<file path="src/hw/rtl/lcacc_pkg.sv">
// shared types and constants for the label centroid accumulator
// used by the accumulator, lcacc_mem and lcacc_div; depends on nothing
package lcacc_pkg;

    localparam int FUNC_W     = 2;
    localparam int LABEL_W    = 8;
    localparam int COORD_W    = 10;
    localparam int CFG_W      = 8;
    localparam int SUM_W      = 40;
    localparam int CNT_W      = 31;
    localparam int CTR_W      = 18;
    localparam int FRAC_W     = 8;
    localparam int SAT_SHIFT  = CTR_W - FRAC_W;
    localparam int DIN_W      = 40;
    localparam int DOUT_W     = 88;

    localparam logic [CNT_W-1:0] COUNT_LIMIT = 31'h4000_0000;
    localparam logic [CTR_W-1:0] CENTER_MAX  = '1;
    localparam logic [CFG_W-1:0] GRAIN_RESET = 8'd255;

    typedef enum logic [FUNC_W-1:0] {
        FN_ACC   = 2'd0,
        FN_READ  = 2'd1,
        FN_CLEAR = 2'd2,
        FN_NONE  = 2'd3
    } t_func;

    typedef enum logic [1:0] {
        DIV_IDLE,
        DIV_RUN,
        DIV_DONE
    } t_div_state;

    typedef struct packed {
        logic [SUM_W-1:0] sum_x;
        logic [SUM_W-1:0] sum_y;
        logic [SUM_W-1:0] sum_z;
        logic [CNT_W-1:0] count;
    } t_entry;

    typedef struct packed {
        logic [CTR_W-1:0] cx;
        logic [CTR_W-1:0] cy;
        logic [CTR_W-1:0] cz;
    } t_center;

endpackage

</file>
<file path="src/hw/rtl/lcacc_div.sv">
// three-lane restoring divider for the centroid, one quotient bit per cycle
// depends on lcacc_pkg for entry, result and state types
module lcacc_div (
    input  logic                  i_clk,
    input  logic                  i_rst_n,
    input  logic                  i_start,
    input  lcacc_pkg::t_entry     i_opnd,
    input  logic                  i_take,
    output logic                  o_done,
    output lcacc_pkg::t_center    o_res
);

    localparam int CW = $clog2(lcacc_pkg::CTR_W);

    lcacc_pkg::t_div_state r_state, n_state;
    logic [CW-1:0]                 r_cnt, n_cnt;
    logic [lcacc_pkg::CNT_W-1:0]   r_n, n_n;
    logic                          r_zero, n_zero;
    logic [lcacc_pkg::CNT_W-1:0]   r_rem [3];
    logic [lcacc_pkg::CNT_W-1:0]   n_rem [3];
    logic [lcacc_pkg::CTR_W-1:0]   r_dlo [3];
    logic [lcacc_pkg::CTR_W-1:0]   n_dlo [3];
    logic [lcacc_pkg::CTR_W-1:0]   r_q   [3];
    logic [lcacc_pkg::CTR_W-1:0]   n_q   [3];
    logic                          r_sat [3];
    logic                          n_sat [3];
    logic [lcacc_pkg::SUM_W-1:0]   sums  [3];
    logic [lcacc_pkg::CTR_W-1:0]   lane  [3];
    logic [lcacc_pkg::CNT_W:0]     trial [3];

    assign sums[0] = i_opnd.sum_x;
    assign sums[1] = i_opnd.sum_y;
    assign sums[2] = i_opnd.sum_z;

    // control state
    always_ff @(posedge i_clk) begin
        if (!i_rst_n) begin
            r_state <= lcacc_pkg::DIV_IDLE;
        end else begin
            r_state <= n_state;
        end
    end

    // datapath registers
    always_ff @(posedge i_clk) begin
        r_cnt  <= n_cnt;
        r_n    <= n_n;
        r_zero <= n_zero;
        for (int l = 0; l < 3; l++) begin
            r_rem[l] <= n_rem[l];
            r_dlo[l] <= n_dlo[l];
            r_q[l]   <= n_q[l];
            r_sat[l] <= n_sat[l];
        end
    end

    // next state and lane steps
    always_comb begin
        n_state = r_state;
        n_cnt   = r_cnt;
        n_n     = r_n;
        n_zero  = r_zero;
        for (int l = 0; l < 3; l++) begin
            n_rem[l] = r_rem[l];
            n_dlo[l] = r_dlo[l];
            n_q[l]   = r_q[l];
            n_sat[l] = r_sat[l];
            trial[l] = {r_rem[l], r_dlo[l][lcacc_pkg::CTR_W-1]};
        end
        unique case (r_state)
            lcacc_pkg::DIV_IDLE: begin
                if (i_start) begin
                    n_state = lcacc_pkg::DIV_RUN;
                    n_cnt   = '0;
                    n_n     = i_opnd.count;
                    n_zero  = (i_opnd.count == '0);
                    for (int l = 0; l < 3; l++) begin
                        // the quotient overflows 18 bits when sum >= count * 2^10
                        n_sat[l] = ({1'b0, sums[l]} >=
                                    {i_opnd.count, {lcacc_pkg::SAT_SHIFT{1'b0}}});
                        n_rem[l] = lcacc_pkg::CNT_W'(sums[l] >> lcacc_pkg::SAT_SHIFT);
                        n_dlo[l] = {sums[l][lcacc_pkg::SAT_SHIFT-1:0],
                                    {lcacc_pkg::FRAC_W{1'b0}}};
                        n_q[l]   = '0;
                    end
                end
            end
            lcacc_pkg::DIV_RUN: begin
                for (int l = 0; l < 3; l++) begin
                    if (trial[l] >= {1'b0, r_n}) begin
                        n_rem[l] = lcacc_pkg::CNT_W'(trial[l] - {1'b0, r_n});
                        n_q[l]   = {r_q[l][lcacc_pkg::CTR_W-2:0], 1'b1};
                    end else begin
                        n_rem[l] = trial[l][lcacc_pkg::CNT_W-1:0];
                        n_q[l]   = {r_q[l][lcacc_pkg::CTR_W-2:0], 1'b0};
                    end
                    n_dlo[l] = {r_dlo[l][lcacc_pkg::CTR_W-2:0], 1'b0};
                end
                n_cnt = r_cnt + 1'b1;
                if (r_cnt == CW'(lcacc_pkg::CTR_W - 1)) begin
                    n_state = lcacc_pkg::DIV_DONE;
                end
            end
            lcacc_pkg::DIV_DONE: begin
                if (i_take) begin
                    n_state = lcacc_pkg::DIV_IDLE;
                end
            end
            default: begin
                n_state = lcacc_pkg::DIV_IDLE;
            end
        endcase
    end

    // empty entry gives zero, overflow saturates
    always_comb begin
        for (int l = 0; l < 3; l++) begin
            if (r_zero) begin
                lane[l] = '0;
            end else if (r_sat[l]) begin
                lane[l] = lcacc_pkg::CENTER_MAX;
            end else begin
                lane[l] = r_q[l];
            end
        end
    end

    assign o_res.cx = lane[0];
    assign o_res.cy = lane[1];
    assign o_res.cz = lane[2];
    assign o_done   = (r_state == lcacc_pkg::DIV_DONE);

endmodule

</file>
<file path="config.mk">
export PLATFORM = sky130hd
export DESIGN_NAME = lcacc_div
export DESIGN_NICKNAME = d
export VERILOG_FILES = /design/src/hw/rtl/lcacc_pkg.sv /design/src/hw/rtl/lcacc_div.sv
export SDC_FILE = /design/constraint.sdc
export NUM_CORES = 1
export LEC_CHECK = 0
export BUFFER_PORTS_ARGS = -buffer_cell sky130_fd_sc_hd__buf_4
export CELL_PAD_IN_SITES_DETAIL_PLACEMENT = 0
export CELL_PAD_IN_SITES_GLOBAL_PLACEMENT = 1
export CORE_UTILIZATION = 45
export CTS_CLUSTER_SIZE = 28
export DETAILED_ROUTE_END_ITERATION = 8
export PLACE_DENSITY = 0.84
export SYNTH_ARGS = -nofsm -noshare
export SYNTH_HDL_FRONTEND = slang
export SYNTH_SLANG_ARGS = --single-unit
</file>
<file path="constraint.sdc">
create_clock -name i_clk -period 11.4 [get_ports i_clk]
set_input_delay 1.71 -clock i_clk [delete_from_list [all_inputs] [get_ports i_clk]]
set_output_delay 1.71 -clock i_clk [all_outputs]
set_load 0.05 [all_outputs]
</file>
==> results of run 1 <==
==> worst max-delay path, stage by stage (launching register included) <==
cell	delay (ns)
edfxtp_1	0.43
ha_1	0.22
fa_1	0.25
nor2b_4	0.06
o31a_1	0.28
o311a_1	0.35
o21ai_2	0.22
o21ai_2	0.11
o21bai_1	0.17
a211oi_1	0.12
nor4_4	0.50
buf_4	0.53
nor2_1	0.25
a221o_1	0.38
==> worst min-delay path by stage <==
stage / startpoint / endpoint / slack, ns / cells past startpoint
floorplan: r_dlo[0][9]$_DFFE_PP_ / r_dlo[0][10]$_DFFE_PP_ / 0.48 / 2
global placement: r_dlo[0][31]$_DFFE_PP_ / r_dlo[0][32]$_DFFE_PP_ / 0.49 / 2
detailed placement: r_dlo[0][11]$_DFFE_PP_ / r_dlo[0][12]$_DFFE_PP_ / 0.50 / 2
CTS: r_dlo[0][45]$_DFFE_PP_ / r_dlo[0][46]$_DFFE_PP_ / 0.51 / 2
global route: r_dlo[0][46]$_DFFE_PP_ / r_dlo[0][47]$_DFFE_PP_ / 0.53 / 2
finish: r_dlo[0][51]$_DFFE_PP_ / r_dlo[0][52]$_DFFE_PP_ / 0.51 / 2
==> Yosys cell counts, types with 28 or more instances <==
library cell	count	area share
o21ai_0	120	0.036
and2_1	58	0.022
nand3_1	38	0.011
ha_1	185	0.14
nand4_1	28	0.010
nand2_1	238	0.053
nor2_1	197	0.044
inv_1	92	0.021
clkbuf_1	48	0.011
a21o_1	67	0.030
mux2i_1	41	0.024
edfxtp_1	217	0.39
xnor2_1	40	0.021
xor2_1	38	0.020
a21oi_1	128	0.038
==> power by group through the flow <==
stage	logic [mW]	clock network, mW	registers [mW]
2_1_floorplan	1.18	0	1.17
4_1_cts	1.55	0.924	1.17
3_3_place_gp	1.52	0	1.18
6_report	1.56	0.915	1.17
3_5_place_dp	1.54	0	1.18
5_1_grt	1.72	0.953	1.18
==> cells by family after synthesis <==
family | Yosys count | synth area share
AND/OR/NAND/NOR | 680 | 0.187
AO/OA/AOI/OAI | 467 | 0.174
flip-flops | 219 | 0.390
adder cells (fa/ha/maj) | 188 | 0.141
buffers and inverters | 166 | 0.0419
XOR/XNOR | 78 | 0.0406
multiplexers | 42 | 0.0251
==> flip-flops by register name, indices dropped and copies added, names as in the netlist <==
register  count
r_n          31
r_dlo        30
r_state       2
r_rem        93
r_sat         3
r_cnt         5
r_zero        1
r_q          54
==> layer usage <==
layer / up-vias / track usage
li1: 6997 / -
met1: 6731 / 0.338
met2: 500 / 0.429
met3: 98 / 0.0363
met4: 0 / 0.0872
met5: - / 0
==> final cells by class <==
class	instances	area, µm²
repair buffers	219	1640
clock buffers	29	683
flip-flops and latches	219	6560
multi-input cells	1455	9610
clock inverters	19	249
inverters	93	349
well taps	468	586
fillers	3400	17000
==> through the flow <==
stage / utilization / power (mW) / std cells
final: 0.536 / 3.64 / 2502
after global routing: 0.536 / 3.86 / 2502
after CTS: 0.536 / 3.64 / 2502
after detailed placement: 0.511 / 2.72 / 2454
after global placement: 0.511 / 2.69 / 2454
after floorplan: - / 2.35 / 1840
==> metrics.cfg, run 1 <==
[outcome]
outcome=completed

[final_layout]
final_common_cell=nand2_1
syn_to_final_growth_pct=17.1
drive_above_1_share=0.142
diodes=0
final_nets=2357
final_area_um2=19700
final_cell_mix=nand2_1 (237), buf_4 (219), edfxtp_1 (217)

[worst_setup_path]
critPathKind=reg2reg
worstSetupEndpointType=flop
ff2ff_path_depth=13
reg2reg_slack_ns=7.27
r2r_end=r_rem[0][89]$_DFFE_PP_
worstSetupStartpoint=r_n[0]$_DFFE_PP_
crit_fanout=47
arrival_ns=4.42
worstPathRequired_ns=11.69
reg2reg_from=r_n[0]$_DFFE_PP_
cp-endpoint=r_rem[0][89]$_DFFE_PP_
startpoint_type=flop

[global_route]
grt_overflow=0
grt_pass1_vias=14200
grt_pass1_wl_um=76800
grt_max_degree=113
antenna_found_initial=1
grt_usage=0.256

[synth]
yosys_warnings=0
syn_area_um2=16800
synth_nets=2183
syn_avg_cell_area_um2=9.13
ys_types=76
ys_ff_latch=219
synth-edff-count=217
synthArstFlopShare=0
syn_inst=1840
yosysSeqAreaShare=0.390
synth-main-ff-cell=edfxtp_1

[drt]
drt_iter0_markers=1015
wl_met3_um=3310
antenna_left=0
vias=14300
viasPerCell=5.73
wl_met1_um=21200
avgRoutedWirePerCell_um=19.6
dr.pass1.iters=6
met2WireLength_um=22900
routed_wl_um=49100
routed.top_layer=met4
drt_drc_violations_left=0

[floorplanning]
io_pins=210
die_x_um=195
coreArea_um2=36700
die_height_um=195
start_util=0.458
die_area_um2=38100
fp-row-count=70

[sta]
rsz0062_at_grt=false
max_freq_mhz=242
whs_ns=0.510
fin_skew_ns=0.0126
drv_slew=0
max_slew.worst_pin.slew_ns=1.13
setup_slack_ns=7.27
period_share=0.362
slew_headroom=0.246
final-hold-violation-count=0
final.setup.tns_ns=0
setup_violations=0
finalCriticalPeriod_ns=4.13

[power]
leakage_nw=8.87
p_int_mw=2.26
vdd_drop_max_mv=0.119
power_frac_clock=0.251
p_switching_mw=1.38
pwr-share-seq=0.321
p_sw_frac=0.379
p_per_area_nw_per_um2=185
power_frac_comb=0.428

[placed_design]
portBuffers=209
pre_cts_ws_ns=6.79
hpwlAfterDp_um=37900
detailed_place.area_um2=18700
gp_congestion=0.929

[clock_tree]
cts_tree=built
htreeDepth=1
clock-sinks=219
clk_path_buf_depth=3
clock_latency_ns=0.54
cts_setup_buffers=0
cts_resized=0
numCtsBuffers=26
cts-root-buf=clkbuf_16
cts_hold_buf=0
cts.clk_slew.worst_paths_ns=0.06

[hold_path]
hp-class=reg2reg

[job]
drv_cap=0

Note: power is estimated with default switching activity, not from simulation.
==> inputs of run 2 (changes only) <==
--- a/config.mk
+++ b/config.mk
@@ -5,13 +5,14 @@
 export SDC_FILE = /design/constraint.sdc
 export NUM_CORES = 1
 export LEC_CHECK = 0
+export ABC_AREA = 1
 export BUFFER_PORTS_ARGS = -buffer_cell sky130_fd_sc_hd__buf_4
 export CELL_PAD_IN_SITES_DETAIL_PLACEMENT = 0
 export CELL_PAD_IN_SITES_GLOBAL_PLACEMENT = 1
-export CORE_UTILIZATION = 45
+export CORE_UTILIZATION = 44
 export CTS_CLUSTER_SIZE = 28
 export DETAILED_ROUTE_END_ITERATION = 8
-export PLACE_DENSITY = 0.84
+export PLACE_DENSITY = 0.86
 export SYNTH_ARGS = -nofsm -noshare
 export SYNTH_HDL_FRONTEND = slang
 export SYNTH_SLANG_ARGS = --single-unit
==> constraint.sdc (replaced) <==
create_clock -name i_clk -period 4 [get_ports i_clk]
set_input_delay 0.6 -clock i_clk [delete_from_list [all_inputs] [get_ports i_clk]]
set_output_delay 0.6 -clock i_clk [all_outputs]
set_load 0.05 [all_outputs]
==> metrics.cfg, run 2 <==
[sta]
setup_slack_ns=0.817  ; -6.45 ns
rsz0062_at_grt=false
slew_headroom=0.320  ; +0.0735
setup_violations=0  ; unchanged
drv_slew=0  ; unchanged
max_freq_mhz=314  ; +30%
max_slew.worst_pin.slew_ns=1.01  ; -0.121 ns
final-hold-violation-count=0  ; unchanged
whs_ns=0.188  ; -0.322 ns
finalCriticalPeriod_ns=3.18  ; -0.948 ns
period_share=0.796  ; +0.433
final.setup.tns_ns=0  ; unchanged
fin_skew_ns=0.0210  ; +0.00843 ns

[clock_tree]
cts-root-buf=clkbuf_16
clock-sinks=219  ; unchanged
cts_setup_buffers=0  ; unchanged
cts.clk_slew.worst_paths_ns=0.07  ; about the same
htreeDepth=1  ; unchanged
numCtsBuffers=28  ; +7.7%
cts_resized=0  ; unchanged
cts_tree=built
clock_latency_ns=0.60  ; +0.06 ns
cts_hold_buf=0  ; unchanged
clk_path_buf_depth=3  ; unchanged

[final_layout]
largest_reg_flops=93  ; unchanged
diodes=0  ; unchanged
drive_above_1_share=0.0971  ; -0.0450
final_area_um2=23200  ; +18%
syn_to_final_growth_pct=15.2
final_common_cell=nand2_1
final_cell_mix=nand2_1 (1,110), inv_1 (538), buf_4 (220)
final_nets=3525  ; +50%
top_register=r_rem
top_regs=r_rem: 93 flops, r_q: 54 flops, r_n: 31 flops

[placed_design]
pre_cts_ws_ns=0.906  ; -5.88 ns
hpwlAfterDp_um=62900  ; +66%
gp_congestion=1.01  ; +9.0%
detailed_place.area_um2=22300  ; +19%
portBuffers=209  ; unchanged

[drt]
viasPerCell=5.37  ; -6.1%
dr.pass1.iters=8  ; +2
routed_wl_um=79800  ; +63%
avgRoutedWirePerCell_um=21.0  ; +7.0%
drt_iter0_markers=1999  ; +97%
antenna_left=0  ; unchanged
drt_drc_violations_left=0  ; unchanged
vias=20400  ; +43%

[synth]
synth_simple_gate_area_frac=0.366  ; +0.179
synth_fa_ha_area_frac=0.118  ; -0.0233
synth_area_leader_cell=edfxtp_1
yosys_warnings=0  ; unchanged
yosysSeqAreaShare=0.326  ; -0.0644
synth_commonest_cells=nand2_1 (1,111), inv_1 (539), edfxtp_1 (217), nor2_1 (214), nand3_1 (202)
muxShareOfSynthArea=0  ; -0.0251
syn_avg_cell_area_um2=6.73  ; -26%
synth-edff-count=217  ; unchanged
syn_area_um2=20100  ; +20%
syn_inst=2993  ; +63%
synth_xor_area_frac=0.0191  ; -0.0215
synth-main-ff-cell=edfxtp_1
synthArstFlopShare=0  ; unchanged
synth_nets=3336  ; +53%
synth_compound_area_frac=0.0536  ; -0.121
synthDominantCellAreaShare=0.324  ; -0.0640
synth_area_leaders=edfxtp_1 (32%), nand2_1 (21%), ha_1 (11%)
synth_top_family_by_area=simple AND/OR/NAND/NOR gates
ys_types=46  ; -39%
yosysMostFrequentCell=nand2_1
ys_ff_latch=219  ; unchanged

[outcome]
outcome=completed

[global_route]
grt_usage=0.339  ; +0.0835
grt_pass1_wl_um=118000  ; +54%
grt_pass1_vias=19300  ; +36%
antenna_found_initial=2  ; +1
grt_overflow=0  ; unchanged
grt_max_degree=139  ; +23%

[power]
p_per_area_nw_per_um2=483  ; +160%
vdd_drop_max_mv=0.426  ; +260%
leakage_nw=12.3  ; +39%

[floorplanning]
die_height_um=216  ; +11%
coreArea_um2=45300  ; +23%
fp-row-count=78  ; +11%
die_x_um=216  ; +11%
start_util=0.444  ; -0.0135
io_pins=210  ; unchanged
die_area_um2=46600  ; +22%

[hold_path]
hp-class=in2reg

[worst_setup_path]
slowest_delay_ns=0.45  ; -0.08 ns
path_delay_family=simple AND/OR/NAND/NOR gates
worstSetupEndpointType=flop
worstPathRequired_ns=4.34  ; -7.35 ns
critPathBufInv=2  ; +1
cp_common_cell=nand2_1
cp_cell_sequence=inv_1, ha_1, nand2_1, inv_1, nand2_1, nand2_1, a21oi_1, nand3_2, nand2_4, nand2_4, nand2_4, nand2_1, nand2_1, nand2_1
critPathKind=reg2reg
slowest_stage=inv_1
startpoint_type=flop
arrival_ns=3.53  ; -0.89 ns
crit_fanout=24  ; -49%

[job]
drv_cap=0  ; unchanged

[run 2: final timing paths]
kind              depth (start not counted)  slack (ns)                   start                     end
setup / recovery                         14        0.82       r_n[10]$_DFFE_PP_  r_rem[0][49]$_DFFE_PP_
hold / removal                            1        0.19              i_opnd[29]       r_n[29]$_DFFE_PP_
setup reg to reg                         14        0.82       r_n[10]$_DFFE_PP_  r_rem[0][49]$_DFFE_PP_
hold reg to reg                           2        0.52  r_dlo[0][33]$_DFFE_PP_  r_dlo[0][34]$_DFFE_PP_
[run 2: layout make-up]
class | count | area [µm²]
fillers | 4649 | 22100
multi-input cells | 2165 | 11200
flip-flops and latches | 219 | 6560
inverters | 546 | 2050
repair buffers | 222 | 1690
well taps | 600 | 751
clock buffers | 32 | 716
clock inverters | 18 | 198
[run 2: layer usage]
metal  GRT usage  vias up  routed length, µm
li1            -     9924                  -
met1       0.463     9499              34700
met2       0.524      839              34500
met3      0.0488      166               6290
met4       0.170        4               4390
met5           0        -                 26
[run 2: logic make-up after synthesis]
logic type	count (synthesis)
xor gates and xnor gates	44
buffers and inverters	609
AOI/OAI and AO/OA	202
DFF	219
and+or+nand+nor	1731
adders and majority gates	188
[run 2: power by group]
group / internal, mW / total, mW / switching, mW / leakage [nW]
combinational: 1.68 / 5.34 / 3.65 / 9.72
sequential: 3.06 / 3.27 / 0.207 / 2.17
clock: 1.48 / 2.59 / 1.11 / 0.440
total: 6.22 / 11.2 / 4.97 / 12.3
[run 2: metrics by stage]
stage,std cells,total power [mW],util
2_1_floorplan,2993,6.94,-
3_3_place_gp,3752,8.54,0.492
3_5_place_dp,3752,8.53,0.492
4_1_cts,3802,11.1,0.512
5_1_grt,3802,11.9,0.512
6_report,3802,11.2,0.512
